--- src/sv/east_ram.sv ---
`timescale 1ns / 1ps

module east_ram #(
   parameter int WIDTH = 32,
   parameter int DEPTH = 10
) (
   input  logic                                     clock,
   input  logic                                     wr_en,
   input  logic [(DEPTH > 1 ? $clog2(DEPTH) : 1)-1:0] wr_addr,
   input  logic [WIDTH-1:0]                         wr_data,
   input  logic [(DEPTH > 1 ? $clog2(DEPTH) : 1)-1:0] rd_addr,
   output logic [WIDTH-1:0]                         rd_data
);

   logic [WIDTH-1:0] mem_ff [DEPTH];
   logic [WIDTH-1:0] rd_data_ff;

   // write port
   always_ff @(posedge clock) begin
      if (wr_en) begin
         mem_ff[wr_addr] <= wr_data;
      end
   end

   // registered read port, old data on a same-address write
   always_ff @(posedge clock) begin
      rd_data_ff <= mem_ff[rd_addr];
   end

   assign rd_data = rd_data_ff;

endmodule

--- config.mk ---
export PLATFORM = sky130hd
export DESIGN_NAME = east_ram
export DESIGN_NICKNAME = d
export VERILOG_FILES = /design/src/sv/east_ram.sv
export SDC_FILE = /design/constraint.sdc
export NUM_CORES = 1
export LEC_CHECK = 0
export BUFFER_PORTS_ARGS = -buffer_cell sky130_fd_sc_hd__buf_2
export CAP_MARGIN = 10
export CORE_UTILIZATION = 25
export DETAILED_ROUTE_END_ITERATION = 10
export PLACE_DENSITY_LB_ADDON = 0.2
export SYNTH_ARGS = -nofsm -noshare
export SYNTH_HDL_FRONTEND = slang
export SYNTH_SLANG_ARGS = --single-unit
--- constraint.sdc ---
create_clock -name clock -period 4.5 [get_ports clock]
set_input_delay 0.225 -clock clock [delete_from_list [all_inputs] [get_ports clock]]
set_output_delay 0.225 -clock clock [all_outputs]
set_load 0.005 [all_outputs]
==> results by group <==
Critical path
  • Worst setup EP type: register
  • Crit Path Max Fanout: 32
  • Worst Path Required: 4.65 ns
  • CP Launch Type: input port
  • WP data arrival: between 1.5 and 2 ns
  • Crit Path Category: input port to register
  • R2R cell count: 3
  • CP startpoint: wr_addr[2]
  • R2r setup slk: 3.35 ns
  • Launch point of the worst reg-to-reg path: mem_ff[6][15]
  • Crit path to: mem_ff[1][28]
  • End of the worst register-to-register path: rd_data[15]

Timing
  • Final worst-path cycle share: between 30 and 40%
  • Hold Fails Final Rpt: 0
  • Setup violators final: 0
  • RSZ-0062 raised after global routing: false
  • Final hold slack: around 0.023 ns
  • Clock Skew: 0.0184 ns
  • Setup TNS: 0 ns
  • Min Clock Period, post-route: 1.70 ns
  • Max Fclk: 0.589 GHz
  • Worst slew margin: roughly a quarter
  • Worst Tran Pin Value: around 1.1 ns
  • Final Max Slew Viols: 0

Routing
  • Drt pass-1 iters: 4
  • Final ANT Viol Nets: 0
  • 1st-iter DRT viols: 345
  • DR vias/cell: around 4.2
  • Via count: between 6,000 and 7,000
  • Routed wire per std cell: 19.1 um
  • Residual DRC: 0
  • WL final: 29.4 mm

Final layout
  • Diode count: 0
  • Layout cells sized above 1: 32.5%
  • Finished Layout Cells: 1,537
  • Fin util: just over 30%
  • Area growth from synthesis to layout: 20.6%
  • # nets final: between 800 and 900

Global routing
  • GR Util All Layers: around 11%
  • Met3 usage: 2.76%
  • GR Util met2: approximately 17%
  • Gr ovfl total: 0
  • First-pass GRT wire length: 44.5 mm
  • Met1 GRT Util: 15.1%
  • Vias in the first global route: 6,910
  • Largest net degree at the start of global routing: 70
  • GRT busiest layer: met2
  • Initial antenna violation count: 1

Synth
  • Synth top area share: about 72%
  • Syn Area/Cell: 19.0 um2
  • Warnings from Yosys: 0
  • Register area share after synthesis: 77.1%
  • Post-synth EDFFs: 320
  • Post-synthesis async set-or-reset flop share: 0%
  • Ys flop type: edfxtp_1
  • Post-synth top area cell: edfxtp_1
  • Synthesized area: 13,300 um2
  • Netlist cell types: 22
  • Register bit count reported by yosys: 352
  • Post-Syn Nets: 740
  • Most frequent cell after synthesis: edfxtp_1
  • Synth cell count leaders: edfxtp_1 (320), mux2_2 (90), mux2i_1 (64), nand2_1 (34)
  • Synth Instances: 698
  • Largest cells by area after synthesis: edfxtp_1 (72%), mux2_2 (7.6%), dfxtp_1 (4.8%)

Power and ir drop
  • Total power: ~7 mW
  • Power density over the cells: 447 nW/um2
  • Leakage power: roughly 5.4 nW
  • Peak supply drop: between 0.2 and 0.25 mV

Clock tree
  • Reg clk slew, reported paths: about 0.060 ns
  • Clock sinks: around 350
  • Root Buffer: clkbuf_16
  • Post-CTS Hold Buffers: 28
  • Clk_lat worst skew: 0.55 ns
  • Maximum clock path buffer count: 3
  • H-tree levels: 2
  • Num CTS Buffers: between 40 and 50
  • CTS tree: yes
  • Setup bufs post-CTS: 0
  • Post-CTS Resized: 0

Placement
  • IO buf count: between 70 and 80
  • RePlAce Congestion: about 0.65
  • Half-perimeter wire length after placement: 16.0 mm
  • Placed cell count: 1,433

Floorplanning
  • Die Wd: 233 um
  • Die ar.: 54,100 um2
  • Core Region: roughly 53,000 um2
  • Die Span Y: 233 um
  • Initial core utilization: 25.3%
  • Site Rows: 84
  • IO Pins: 74

Min path
  • Worst hold stages: 1
  • Worst Hold Class: input port to register

Run status
  • Outcome: finished clean

Flow run
  • Max Cap Violations: 0
## area by class of cell
type,instances,area [um2]
fill,5176,36500
sequential,352,10200
timing repair buffer,113,757
multi-input combinational,308,2900
clock inverter,18,85.1
tap,688,861
clock buffer,58,1170
## worst min-delay path by stage
stage / startpoint / end
2_1_floorplan: wr_data[0] / mem_ff[0][0]
3_3_place_gp: wr_data[16] / mem_ff[5][16]
3_5_place_dp: wr_data[13] / mem_ff[5][13]
4_1_cts: wr_data[31] / mem_ff[4][31]
5_1_grt: wr_data[14] / mem_ff[0][14]
6_report: wr_data[29] / mem_ff[4][29]
## state kept, by name, summed over array words and instances (netlist names)
name and cells:
mem_ff 320, rd_data 32
## critical path, cell delays in order
cell and delay, ns:
buf_2 0.11, or3b_2 0.59, nor2_4 0.91
## power breakdown
part / total [mW] / leakage [nW] / switching [mW] / internal [mW]
clock: 3.11 / 0.618 / 1.30 / 1.81
combinational: 0.382 / 1.61 / 0.223 / 0.160
sequential: 3.67 / 3.16 / 0.0208 / 3.65
total: 7.16 / 5.39 / 1.54 / 5.63
## routing by layer
| metal | share of wire (%) | vias up |
|---|---|---|
| met2 | 46 | 113 |
| met5 | 0.027 | - |
| met3 | 5.0 | 47 |
| li1 | - | 3021 |
| met1 | 47 | 3340 |
| met4 | 1.7 | 2 |
## layout by cell type (no fill, tap or decap), drive strengths merged
master and n:
dlygate4sd3 28, a22o 32, clkinv 16, edfxtp 320, nor2b 1, nand3b 2, inv 1, nor2 8
clkinvlp 1, mux2i 64, nand2b 3, clkbuf 58, mux2 96, dfxtp 32, buf 85, or3b 1
o22ai 32, nand2 34, nor3 3, o31ai 32
## cell families (layout without fill, tap and decap cells)
| group | after synthesis | in the layout | share of synthesized area [%] |
|---|---|---|---|
| muxes | 160 | 160 | 13.0 |
| AOI/OAI and AO/OA | 96 | 96 | 6.59 |
| and+or+nand+nor | 52 | 52 | 1.67 |
| buffers and inverters | 38 | 189 | 1.67 |
| DFF | 352 | 352 | 77.1 |
## stage by stage
step / cell area, um2 / setup WS (ns)
2_1_floorplan: 13300 / 1.09
3_3_place_gp: 14500 / 2.22
3_5_place_dp: 14500 / 2.16
4_1_cts: 16000 / 2.75
5_1_grt: 16000 / 2.68
6_report: 16000 / 2.80
Power figures use the tool's default switching activity.
