[config.mk]
export PLATFORM = sky130hd
export DESIGN_NAME = east_mean_div
export DESIGN_NICKNAME = d
export VERILOG_FILES = /design/src/sv/east_pkg.sv /design/src/sv/east_mean_div.sv
export SDC_FILE = /design/constraint.sdc
export NUM_CORES = 1
export LEC_CHECK = 0
export ABC_AREA = 1
export BUFFER_PORTS_ARGS = -buffer_cell sky130_fd_sc_hd__buf_2
export CORE_MARGIN = 4
export CORE_UTILIZATION = 45
export DETAILED_ROUTE_END_ITERATION = 12
export SYNTH_ARGS = -nofsm -noshare
export SYNTH_HDL_FRONTEND = slang
export SYNTH_SLANG_ARGS = --single-unit
[constraint.sdc]
create_clock -name clock -period 17 [get_ports clock]
set_input_delay 3.4 -clock clock [delete_from_list [all_inputs] [get_ports clock]]
set_output_delay 3.4 -clock clock [all_outputs]
set_load 0.02 [all_outputs]
[src/sv/east_pkg.sv]
`timescale 1ns / 1ps

package east_pkg;

   // field widths
   localparam int ACTION_W   = 2;
   localparam int COUNT_W    = 16;
   localparam int RAW_W      = 32;
   localparam int ANGLE_W    = 64;
   localparam int SPEED_W    = 32;
   localparam int CSR_IDX_W  = 3;
   localparam int CSR_DATA_W = 32;

   // datapath widths
   localparam int STEP_W     = 19;
   localparam int POS_PROD_W = STEP_W + 33;
   localparam int SPD_PROD_W = RAW_W + 33;

   // dividend bits retired per divider stage
   localparam int DIV_STEP = 4;

   // transaction kinds
   localparam logic [ACTION_W-1:0] ACTION_POSITION = 2'd0;
   localparam logic [ACTION_W-1:0] ACTION_SPEED    = 2'd1;
   localparam logic [ACTION_W-1:0] ACTION_TICK     = 2'd2;

   // register map
   localparam logic [CSR_IDX_W-1:0] CSR_ANGLE_PER_STEP = 3'd0;
   localparam logic [CSR_IDX_W-1:0] CSR_SPEED_GAIN     = 3'd1;
   localparam logic [CSR_IDX_W-1:0] CSR_TIMEOUT_TICKS  = 3'd2;
   localparam logic [CSR_IDX_W-1:0] CSR_COUNT_MAX      = 3'd3;
   localparam logic [CSR_IDX_W-1:0] CSR_COUNT_MIN      = 3'd4;
   localparam logic [CSR_IDX_W-1:0] CSR_REVERSE        = 3'd5;

   // register reset values
   localparam logic [31:0]                APS_RESET     = 32'd1686629713;
   localparam logic [31:0]                GAIN_RESET    = 32'd65536;
   localparam logic [31:0]                TIMEOUT_RESET = 32'd1000;
   localparam logic signed [COUNT_W-1:0]  CMAX_RESET    = 16'sh7FFF;
   localparam logic signed [COUNT_W-1:0]  CMIN_RESET    = 16'sh8000;

   // speed saturation limits
   localparam logic signed [SPEED_W-1:0] SPEED_MAX = 32'sh7FFFFFFF;
   localparam logic signed [SPEED_W-1:0] SPEED_MIN = 32'sh80000000;

   // result fields that ride alongside the mean through the divider
   typedef struct packed {
      logic signed [ANGLE_W-1:0] angle;
      logic signed [SPEED_W-1:0] speed;
      logic                      alive;
   } side_type;

endpackage

[src/sv/east_mean_div.sv]
`timescale 1ns / 1ps

module east_mean_div import east_pkg::*; #(
   parameter int SUM_W  = 37,
   parameter int FILL_W = 4
) (
   input  logic                     clock,
   input  logic                     reset,
   input  logic                     in_valid,
   output logic                     in_ready,
   input  side_type                 in_side,
   input  logic signed [SUM_W-1:0]  in_sum,
   input  logic [FILL_W-1:0]        in_fill,
   output logic                     out_valid,
   input  logic                     out_ready,
   output side_type                 out_side,
   output logic signed [SPEED_W-1:0] out_mean
);

   localparam int STAGES = (SUM_W + DIV_STEP - 1) / DIV_STEP;
   localparam int QW     = STAGES * DIV_STEP;

   // stage 0 latches the transaction, stages 1..STAGES each retire DIV_STEP bits
   logic              vld_ff  [0:STAGES];
   side_type          side_ff [0:STAGES];
   logic              neg_ff  [0:STAGES];
   logic [FILL_W-1:0] dvs_ff  [0:STAGES];
   logic [FILL_W-1:0] rem_ff  [0:STAGES];
   logic [QW-1:0]     quo_ff  [0:STAGES];
   logic [FILL_W-1:0] rem_in  [1:STAGES];
   logic [QW-1:0]     quo_in  [1:STAGES];
   logic              rdy     [0:STAGES];

   logic                      out_valid_ff;
   side_type                  out_side_ff;
   logic signed [SPEED_W-1:0] out_mean_ff;
   logic signed [SPEED_W-1:0] out_mean_in;
   logic [SPEED_W-1:0]        quo_low;
   logic                      out_free;

   // ready chain, a stage moves when it is empty or its successor moves
   assign out_free = !out_valid_ff || out_ready;

   always_comb begin
      rdy[STAGES] = !vld_ff[STAGES] || out_free;
      for (int k = STAGES - 1; k >= 0; k--) begin
         rdy[k] = !vld_ff[k] || rdy[k + 1];
      end
   end

   assign in_ready = rdy[0];

   // input stage
   always_ff @(posedge clock) begin
      if (reset) begin
         vld_ff[0] <= 1'b0;
      end else if (rdy[0]) begin
         vld_ff[0] <= in_valid;
      end
   end

   always_ff @(posedge clock) begin
      if (rdy[0]) begin
         side_ff[0] <= in_side;
         neg_ff[0]  <= in_sum[SUM_W-1];
         dvs_ff[0]  <= in_fill;
         rem_ff[0]  <= '0;
         quo_ff[0]  <= QW'(in_sum);
      end
   end

   // restoring division stages
   for (genvar k = 1; k <= STAGES; k++) begin : g_stage
      always_comb begin
         logic [FILL_W-1:0] rem;
         logic [QW-1:0]     quo;
         logic [FILL_W:0]   shifted;
         rem = rem_ff[k - 1];
         quo = quo_ff[k - 1];
         // first stage turns the signed sum into its magnitude
         if (k == 1) begin
            if (neg_ff[k - 1]) begin
               quo = -quo;
            end
         end
         for (int j = 0; j < DIV_STEP; j++) begin
            shifted = {rem, quo[QW-1]};
            quo     = {quo[QW-2:0], 1'b0};
            if (shifted >= {1'b0, dvs_ff[k - 1]}) begin
               shifted = shifted - {1'b0, dvs_ff[k - 1]};
               quo[0]  = 1'b1;
            end
            rem = shifted[FILL_W-1:0];
         end
         rem_in[k] = rem;
         quo_in[k] = quo;
      end

      always_ff @(posedge clock) begin
         if (reset) begin
            vld_ff[k] <= 1'b0;
         end else if (rdy[k]) begin
            vld_ff[k] <= vld_ff[k - 1];
         end
      end

      always_ff @(posedge clock) begin
         if (rdy[k]) begin
            side_ff[k] <= side_ff[k - 1];
            neg_ff[k]  <= neg_ff[k - 1];
            dvs_ff[k]  <= dvs_ff[k - 1];
            rem_ff[k]  <= rem_in[k];
            quo_ff[k]  <= quo_in[k];
         end
      end
   end

   // sign fix-up, empty window and dead encoder read as zero
   assign quo_low = quo_ff[STAGES][SPEED_W-1:0];

   always_comb begin
      if (!side_ff[STAGES].alive || dvs_ff[STAGES] == '0) begin
         out_mean_in = '0;
      end else if (neg_ff[STAGES]) begin
         out_mean_in = signed'(-quo_low);
      end else begin
         out_mean_in = signed'(quo_low);
      end
   end

   // result register
   always_ff @(posedge clock) begin
      if (reset) begin
         out_valid_ff <= 1'b0;
      end else if (out_free) begin
         out_valid_ff <= vld_ff[STAGES];
      end
   end

   always_ff @(posedge clock) begin
      if (out_free) begin
         out_side_ff <= side_ff[STAGES];
         out_mean_ff <= out_mean_in;
      end
   end

   assign out_valid = out_valid_ff;
   assign out_side  = out_side_ff;
   assign out_mean  = out_mean_ff;

endmodule

==> run metrics, run 1 <==
status=completed; Layout Nets=between 4k and 5k; vias in the first global route=around 28k; Total GRT Usage=between 10% and 20%; die area=roughly 0.14 mm2; flops & latches, synth=approximately 1.7k; core box area=approximately 0.13 mm2; synth-to-layout area growth=15.2%; r2r worst-path depth=15; Mapped Cells=3,416; r2r setup slk=between 10 and 15 ns; Seq/Total Area, Yosys=just over 80%; hold buffers post-CTS=0; Sw Share=between 30% and 40%; H-tree Lvls=4; worst hold start=side_ff[10][21]; io pins=around 270; Total Routed Length=101 mm; largest area contributor in the netlist=edfxtp_1; most used cell, CP=nand2_8; Detail Placement HPWL=approximately 65 mm; xor-xnor portion of the synthesized cell area=1.29%; Adder-Cell Fraction of Synth Area=between 4 and 5%; top post-synthesis cells by area=edfxtp_1 83%, ha_1 3.3%, nand2_1 2.5%; worst-margin pin slew=approximately 1.1 ns; Post-CTS Resized=0; Fin. Hold Viols=0; Mapped Area=around 0.060 mm2; clk root buf=clkbuf_16; IO buf count=approximately 270; Hold WS=~0.38 ns; Max rail drop VDD=~140 uV; die width=374 um; critical-path cell list=buf_2 > inv_1 > nand2_8 > nor2_4 > nand2_8 > nor2_4 > nand2_8 > nor2_4 > nand2_8 > nor2_4 > nand2_8 > nor2_8 > nand2_8 > nor2_4 > inv_6 > buf_2; Pre-Repair DR Iteration Count=5; post-synthesis cell type count=53; critical path arrival=9.10 ns; sequential share of power=40.4%; Max-slew headroom=28.5%; Leak=roughly 27 nW; gpl congestion=between 0.8 and 0.9; Min Clock Period, post-route=between 10 and 15 ns; Post-Syn Area per Cell=17.7 um2; GR Overflow Total=0; CP Data Required Time=about 14 ns; clock skew=about 0.043 ns; Starting DRT DRC Count=around 1.8k; Critical Setup Path Class=input pin to output port; TritonCTS clock tree=built; setup TNS=0 ns; crit-path max cell delay=0.48 ns; Worst R2R End=quo_ff[0][1]; clk_lat worst skew=0.79 ns; global-route wire length before repair=~160 mm; WHS Endpoint=out_side[21]; Clock power frac=26.6%; Worst setup SP type=input pin; vias=about 27k; Antenna Nets Post-Route=0; residual DRC count=0; Critical Path Fanout Max=97; PwrDens=between 150 and 200 mW/mm2; Avg WL per Cell=17.5 um; final slew viol count=0; post-synthesis mux area share=0%; via/cell ratio=~4.7; share of the clock period used by the worst path=roughly 74%; layout cells sized above 1=between 10% and 20%; CTS sink count=roughly 1.7k; Reg clk slew, reported paths=around 0.06 ns; Inserted Clock Buffers=~170; Max Freq=around 80 MHz; RSZ-0062 raised after global routing=no; row count=around 130; critical path endpoint category=output port; Compound-Gate Fraction of Synth Area=1.83%; Clock Path Buffers=3; Die H=374 um; final setup fails=0; Critical-path top delay cell=nand2_8; Synth Area in Simple Gates=approximately 7.4%; Comb power frac=about a third; post-CTS setup buffer count=0; initial antenna violation count=7; Synth top area share=between 80 and 90%; largest family of logic cells by synthesized area=simple AND/OR/NAND/NOR gates; NetSw=approximately 0.0044 W; Max Cap Viol=0; Initial Util=a little under half; HP Class=register to register; largest net degree at the start of global routing=99; hold path depth=0; Synth Warn #=0; Internal Power=around 0.0088 W; r2r startpoint=out_valid
logic make-up (layout without fill, tap and decap cells):
logic type / count (synthesis) / in the layout
other: 1 / 6
AOI/OAI and AO/OA: 193 / 193
xor gates and xnor gates: 89 / 89
and+or+nand+nor: 898 / 898
DFF: 1659 / 1659
adders and majority gates: 198 / 198
buffers and inverters: 378 / 958
per-stage QoR:
stage                     setup WS (ns)  util, %  power, W  instance area [um2]  cells
final                              4.50     52.1    0.0133                69500   5769
after global routing               3.82     52.1    0.0143                69500   5766
after floorplan                   0.245        -   0.00892                60300   3418
after global placement             4.23     48.1   0.00971                64100   5464
after CTS                          4.14     52.1    0.0134                69500   5766
after detailed placement           4.14     48.1   0.00985                64100   5464
critical path, delay by kind of cell:
kind / cells / cell delay [ns]
buffers and inverters: 4 / 0.61
and+or+nand+nor: 12 / 4.95
cells in the final DEF (no fill, tap or decap), drive strengths merged:
master,n
a211oi,6
diode,3
a21oi,82
nor2,182
nand3b,22
o21a,6
nand3,144
inv,376
edfxtp,1658
a21boi,5
a21o,2
xor2,39
nor4,13
a31oi,2
o31ai,4
o41ai,1
clkbuf,202
o21bai,6
clkinv,74
a41oi,1
dfxtp,1
nand2,438
xnor2,50
clkinvlp,3
nand2b,1
fa,38
buf,289
nor3b,2
o21ai,78
and3,2
ha,160
and2,1
nand4,22
or2,8
bufinv,14
conb,3
nor3,63
per-layer routing:
metal	vias up	share of wire (%)	global-route usage, %
met5	-	0	0
met4	0	2.8	5.37
met3	195	4.7	3.00
met2	612	46	23.0
met1	13200	46	20.1
li1	13400	-	-
state kept, by name, summed over array words and instances, names as in the netlist:
name       cells
dvs_ff        44
rem_ff        36
vld_ff        11
neg_ff        10
quo_ff       361
out_mean      32
side_ff     1067
out_valid      1
out_side      97
area by class of cell:
class | count | area (um2)
Fill cell | 10700 | 63800
Multi-Input combinational cell | 1381 | 9190
Sequential cell | 1659 | 49800
Inverter | 367 | 1410
Clock inverter | 100 | 1060
Clock buffer | 202 | 4310
Antenna cell | 3 | 7.51
Tap cell | 1768 | 2210
Timing Repair Buffer | 289 | 1490
power groups by stage:
stage / Combinational, W / Clock [W] / Sequential [W]
after detailed placement: 0.00439 / 0 / 0.00545
after global routing: 0.00506 / 0.00382 / 0.00541
after CTS: 0.00441 / 0.00365 / 0.00537
after global placement: 0.00427 / 0 / 0.00544
after floorplan: 0.00351 / 0 / 0.00540
final: 0.00438 / 0.00352 / 0.00536
worst max path at each step:
stage	cells past startpoint	endpoint	slack (ns)	startpoint
after floorplan	14	in_ready	0.25	out_ready
after CTS	16	in_ready	4.14	out_ready
after global placement	16	in_ready	4.23	out_ready
final	16	in_ready	4.50	out_ready
after detailed placement	16	in_ready	4.14	out_ready
after global routing	16	in_ready	3.82	out_ready
cells in the mapped netlist, drive strengths merged:
cell and number:
and3 2, a211oi 6, o21bai 6, xnor2 50, dfxtp 1, a31oi 2, nand4 22, o41ai 1
nor4 13, or2 8, and2 1, nand2b 1, xor2 39, buf 1, o31ai 4, nor2 182
conb 1, nand3b 22, inv 366, nor3b 2, clkbuf 10, nand3 144, clkinv 1, nand2 438
fa 38, a21boi 5, a21oi 82, a21o 2, o21a 6, a41oi 1, edfxtp 1658, nor3 63
o21ai 78, ha 160
Power figures use the tool's default switching activity.
==> run 2, diff against run 1 <==
==> constraint.sdc (replaced) <==
create_clock -name clock -period 10.55 [get_ports clock]
set_input_delay 2.11 -clock clock [delete_from_list [all_inputs] [get_ports clock]]
set_output_delay 2.11 -clock clock [all_outputs]
set_load 0.02 [all_outputs]
==> run metrics, run 2 (synthesized netlist as in run 1, its figures left out) <==
Biggest register=side_ff (unchanged); residual DRC count=0 (unchanged); NetSw=0.00710 W (was 0.00445 W); hold buffers post-CTS=0 (unchanged); Die H=374 um (unchanged); Max Freq=between 100 and 150 MHz; Total Routed Length=100 mm (was 101 mm); Overall Power=0.0212 W (was 0.0133 W); critical-path cell list=buf_2 > clkinvlp_4 > nand2_8 > nor2_4 > nand2_8 > nor2_4 > nand2_8 > nor2_4 > nand2_8 > nor2_4 > nand2_8 > nor2_8 > nand2_8 > nor2_4 > clkinvlp_4 > buf_2 (was buf_2 > inv_1 > nand2_8 > nor2_4 > nand2_8 > nor2_4 > nand2_8 > nor2_4 > nand2_8 > nor2_4 > nand2_8 > nor2_8 > nand2_8 > nor2_4 > inv_6 > buf_2); io pins=273 (unchanged); Layout Nets=4,203 (unchanged); Critical Setup Path Class=input pin to output port (unchanged); layout cells sized above 1=16.4% (was 16.5%); synth-to-layout area growth=14.9% (was 15.2%); initial antenna violation count=6 (was 7); RSZ-0062 raised after global routing=no (unchanged); critical path endpoint category=output port (unchanged); Detail Placement HPWL=64.4 mm (was 65.2 mm); vias=27.4k (about the same); Reg clk slew, reported paths=0.06 ns (about the same); HP Class=register to register (unchanged); CP Data Required Time=8.44 ns (was 13.60 ns); setup slack at placement=0.526 ns (was 4.14 ns); crit-path max cell delay=0.53 ns (was 0.48 ns); CTS sink count=1,659 (unchanged); status=completed (unchanged); placed cell count=5,464 (unchanged); Sw Share=33.5% (about the same); clock skew=0.0374 ns (was 0.0434 ns); core box area=0.133 mm2 (unchanged); Post-CTS Resized=0 (unchanged); commonest non-fill, non-tap cell in the layout=edfxtp_1 (unchanged); Comb power frac=33.2% (was 33.0%); via/cell ratio=4.75 (was 4.74); H-tree Lvls=4 (unchanged); gpl congestion=0.833 (was 0.825); sequential share of power=40.7% (was 40.4%); Critical Path Fanout Max=85 (was 97); vias in the first global route=28.0k (was 27.5k); Pre-Repair DR Iteration Count=5 (unchanged); final setup fails=0 (unchanged); most frequent cells in the layout=1,658 x edfxtp_1, 399 x nand2_1, 350 x inv_1 (was 1,658 x edfxtp_1, 399 x nand2_1, 351 x inv_1); CP top delay family=simple AND/OR/NAND/NOR gates (unchanged); share of the clock period used by the worst path=91.9%; Fin. Hold Viols=0 (unchanged); Critical-path top delay cell=clkinvlp_4 (was nand2_8); Leak=27.3 nW (was 27.4 nW); die width=374 um (unchanged); clk_lat worst skew=0.79 ns (about the same); IO buf count=272 (unchanged); post-CTS setup buffer count=0 (unchanged); Starting DRT DRC Count=2,031 (was 1,840); Min Clock Period, post-route=just under 10 ns; clk root buf=clkbuf_16 (unchanged); Initial Util=45.3% (unchanged); Max-slew headroom=26.7% (was 28.5%); row count=134 (unchanged); CP Buf/Inv Count=4 (unchanged); Clock Path Buffers=3 (unchanged); Inserted Clock Buffers=165 (unchanged); Antenna Nets Post-Route=0 (unchanged); critical path arrival=7.59 ns (was 9.10 ns); PwrDens=306 mW/mm2 (was 191 mW/mm2); Total GRT Usage=14.6% (was 14.5%); die area=0.140 mm2 (unchanged); most used cell, CP=nand2_8 (unchanged); Internal Power=0.0141 W (was 0.00883 W); worst-margin pin slew=1.10 ns (was 1.07 ns); Finished Layout Cells=5,760 (was 5,769); largest net degree at the start of global routing=100 (was 99); GR Overflow Total=0 (unchanged); Clock power frac=26.2% (was 26.6%); final worst setup slack=0.850 ns (was 4.50 ns); Layout fillers=10.7k (about the same); global-route wire length before repair=157 mm (was 156 mm); final slew viol count=0 (unchanged); max reg flops=1,067 (unchanged); Max Cap Viol=0 (unchanged); Max rail drop VDD=286 uV (was 145 uV); TritonCTS clock tree=built (unchanged); Worst setup SP type=input pin (unchanged); Avg WL per Cell=17.4 um (was 17.5 um)
[run 2: power by group through the flow]
| stage | clock [W] | sequential [W] | combinational (W) |
|---|---|---|---|
| detailed placement | 0 | 0.00877 | 0.00702 |
| floorplan | 0 | 0.00871 | 0.00566 |
| global route | 0.00603 | 0.00870 | 0.00815 |
| finish | 0.00555 | 0.00863 | 0.00703 |
| CTS | 0.00575 | 0.00864 | 0.00706 |
| global placement | 0 | 0.00875 | 0.00686 |
[run 2: layer usage]
| metal | GRT usage, % | routed length (um) | share of wire, % |
|---|---|---|---|
| met2 | 22.9 | 46300 | 46 |
| met3 | 3.49 | 5760 | 5.7 |
| met5 | 0 | 14 | 0.014 |
| met4 | 5.16 | 2690 | 2.7 |
| met1 | 20.1 | 45700 | 45 |
[run 2: worst paths after layout]
check                                     from             end  slack, ns  cells past startpoint
worst max-delay path                 out_ready        in_ready       0.85                     16
worst min-delay path            side_ff[0][62]  side_ff[1][62]       0.40                      0
worst max register to register       out_valid  side_ff[0][62]       4.13                     14
worst min register to register  side_ff[0][62]  side_ff[1][62]       0.40                      0
[run 2: layout make-up]
type | count | area (um2) | area share (%)
flip-flops and latches | 1659 | 49800 | 71.8
well taps | 1768 | 2210 | 3.19
clock buffers | 207 | 4350 | 6.27
diodes | 5 | 12.5 | 0.0180
repair buffers | 289 | 1490 | 2.15
clock inverters | 84 | 875 | 1.26
inverters | 367 | 1410 | 2.03
multi-input cells | 1381 | 9190 | 13.2
[run 2: worst reg2reg max path: stages (launching register included)]
cell	delay, ns
dfxtp_1	0.42
nand2_8	0.21
nor2_4	0.35
nand2_8	0.35
nor2_4	0.39
nand2_8	0.27
nor2_4	0.33
nand2_8	0.46
nor2_4	0.44
nand2_8	0.45
nor2_8	0.40
nand2_8	0.38
nor2_4	0.32
clkinvlp_4	0.53
buf_4	0.66
[run 2: per-stage QoR]
step                      instance area (um2)  util, %  TNS, ns  hold slack, ns
after floorplan                         60400        -   -0.271           0.400
after global placement                  64100     48.1        0           0.400
after global routing                    69300     52.0        0           0.401
after detailed placement                64100     48.1        0           0.405
after CTS                               69300     52.0        0           0.402
final                                   69300     52.0        0           0.401
==> run 3, diff against run 2 <==
--- a/config.mk
+++ b/config.mk
@@ -7,9 +7,11 @@
 export LEC_CHECK = 0
 export ABC_AREA = 1
 export BUFFER_PORTS_ARGS = -buffer_cell sky130_fd_sc_hd__buf_2
+export CAP_MARGIN = 0
 export CORE_MARGIN = 4
 export CORE_UTILIZATION = 45
 export DETAILED_ROUTE_END_ITERATION = 12
+export MAX_ROUTING_LAYER = met4
 export SYNTH_ARGS = -nofsm -noshare
 export SYNTH_HDL_FRONTEND = slang
 export SYNTH_SLANG_ARGS = --single-unit
==> run metrics, run 3 (synthesized netlist as in run 1, its figures left out) <==
Finished Layout Cells=5,776 (was 5,760); Worst setup SP type=input pin (unchanged); Sw Share=33.3% (was 33.5%); r2r startpoint=dvs_ff[8][1] (was out_valid); io pins=273 (unchanged); Min Clock Period, post-route=9.28 ns (was 9.70 ns); Max Freq=108 MHz (was 103 MHz); clk root buf=clkbuf_16 (unchanged); Inserted Clock Buffers=167 (was 165); largest net degree at the start of global routing=139 (was 100); Total GRT Usage=15.0% (was 14.6%); critical path endpoint category=output port (unchanged); r2r setup slk=4.45 ns (was 4.13 ns); die area=0.140 mm2 (unchanged); Max rail drop VDD=262 uV (was 286 uV); CP Data Required Time=8.44 ns (about the same); placed cell count=5,462 (was 5,464); Die H=374 um (unchanged); clock skew=0.0385 ns (was 0.0374 ns); Comb power frac=32.8% (was 33.2%); NetSw=0.00713 W (was 0.00710 W); gpl congestion=0.839 (was 0.833); CTS sink count=1,659 (unchanged); Layout fillers=10.8k (was 10.7k); row count=134 (unchanged); final slew viol count=0 (unchanged); Total Routed Length=99.7 mm (was 100 mm); Biggest register=side_ff (unchanged); Max Cap Viol=0 (unchanged); Post-CTS Resized=0 (unchanged); PwrDens=307 mW/mm2 (was 306 mW/mm2); IO buf count=272 (unchanged); max reg flops=1,067 (unchanged); Clock power frac=26.8% (was 26.2%); setup TNS=0 ns (unchanged); sequential share of power=40.3% (was 40.7%); Antenna Nets Post-Route=0 (unchanged); H-tree Lvls=4 (unchanged); core box area=0.133 mm2 (unchanged); Layout Nets=4,203 (unchanged); hold buffers post-CTS=0 (unchanged); TritonCTS clock tree=built (unchanged); Reg clk slew, reported paths=0.06 ns (about the same); synth-to-layout area growth=15.3% (was 14.9%); Critical Setup Path Class=input pin to output port (unchanged); Pre-Repair DR Iteration Count=5 (unchanged); Setup crit end=in_ready (unchanged); Critical Path Fanout Max=85 (unchanged); Leak=27.4 nW (was 27.3 nW); Worst Setup SP=out_ready (unchanged); Fin. Hold Viols=0 (unchanged); layout cells sized above 1=16.5% (was 16.4%); Clock Path Buffers=3 (unchanged); die width=374 um (unchanged); Initial Util=45.3% (unchanged); status=completed (unchanged); vias in the first global route=27.8k (was 28.0k); GR Overflow Total=0 (unchanged); post-CTS setup buffer count=0 (unchanged); initial antenna violation count=12 (was 6); r2r worst-path depth=34 (was 14); RSZ-0062 raised after global routing=no (unchanged); critical path arrival=7.17 ns (was 7.59 ns); commonest non-fill, non-tap cell in the layout=edfxtp_1 (unchanged); Detail Placement HPWL=64.5 mm (was 64.4 mm); Avg WL per Cell=17.3 um (was 17.4 um); residual DRC count=0 (unchanged); Starting DRT DRC Count=1,737 (was 2,031); Hold WS=0.386 ns (was 0.401 ns); Worst R2R End=rem_ff[9][3] (was side_ff[0][62]); Internal Power=0.0143 W (was 0.0141 W); global-route wire length before repair=157 mm (about the same); HP Class=register to register (unchanged); worst-margin pin slew=1.09 ns (was 1.10 ns); via/cell ratio=4.71 (was 4.75); share of the clock period used by the worst path=88.0% (was 91.9%); most frequent cells in the layout=1,658 x edfxtp_1, 399 x nand2_1, 350 x inv_1 (unchanged); vias=27.2k (was 27.4k); final setup fails=0 (unchanged); clk_lat worst skew=0.79 ns (about the same); Max-slew headroom=27.3% (was 26.7%)
run 3: power by group through the flow:
stage	logic, W	clock network (W)	registers, W
floorplan	0.00566	0	0.00871
global placement	0.00687	0	0.00875
detailed placement	0.00703	0	0.00877
CTS	0.00705	0.00595	0.00864
global route	0.00814	0.00625	0.00870
finish	0.00702	0.00574	0.00863
run 3: cell type report:
| type | count | area (um2) | area share [%] |
|---|---|---|---|
| inverter | 367 | 1410 | 2.03 |
| antenna | 6 | 15.0 | 0.0216 |
| sequential | 1659 | 49800 | 71.6 |
| clock buffer | 212 | 4370 | 6.28 |
| clock inverter | 96 | 1110 | 1.60 |
| multi-input combinational | 1381 | 9180 | 13.2 |
| timing repair buffer | 287 | 1490 | 2.14 |
| tap | 1768 | 2210 | 3.18 |
run 3: per-stage QoR:
step | power, W | cell area (um2) | setup WS [ns] | utilization [%]
floorplan | 0.0144 | 60400 | -0.271 | -
global placement | 0.0156 | 64100 | 1.01 | 48.1
detailed placement | 0.0158 | 64100 | 0.916 | 48.1
CTS | 0.0216 | 69600 | 0.927 | 52.2
global route | 0.0231 | 69600 | 0.669 | 52.2
finish | 0.0214 | 69600 | 1.27 | 52.2
run 3: worst min-delay path by stage:
stage	start	end	slack, ns	cells after the start
after detailed placement	neg_ff[8]	neg_ff[9]	0.40	0
after global placement	side_ff[10][78]	out_side[78]	0.40	0
after CTS	side_ff[1][61]	side_ff[2][61]	0.38	0
after floorplan	neg_ff[9]	neg_ff[10]	0.40	0
after global routing	side_ff[5][58]	side_ff[6][58]	0.38	0
final	side_ff[9][51]	side_ff[10][51]	0.39	0
run 3: worst max-delay path: stages:
cell	delay [ns]
buf_2	0.11
clkinvlp_4	0.11
nand2_8	0.22
nor2_4	0.33
nand2_8	0.34
nor2_4	0.37
nand2_8	0.41
nor2_4	0.41
nand2_8	0.45
nor2_4	0.43
nand2_8	0.38
nor2_8	0.34
nand2_8	0.38
nor2_4	0.32
clkinvlp_4	0.16
buf_2	0.18
run 3: routing by layer:
layer,track usage (%),wire length [um],vias up
li1,-,-,13300
met1,20.2,45900,13200
met2,23.1,46600,537
met3,3.38,5210,164
met4,4.48,2080,0
met5,-,0,-
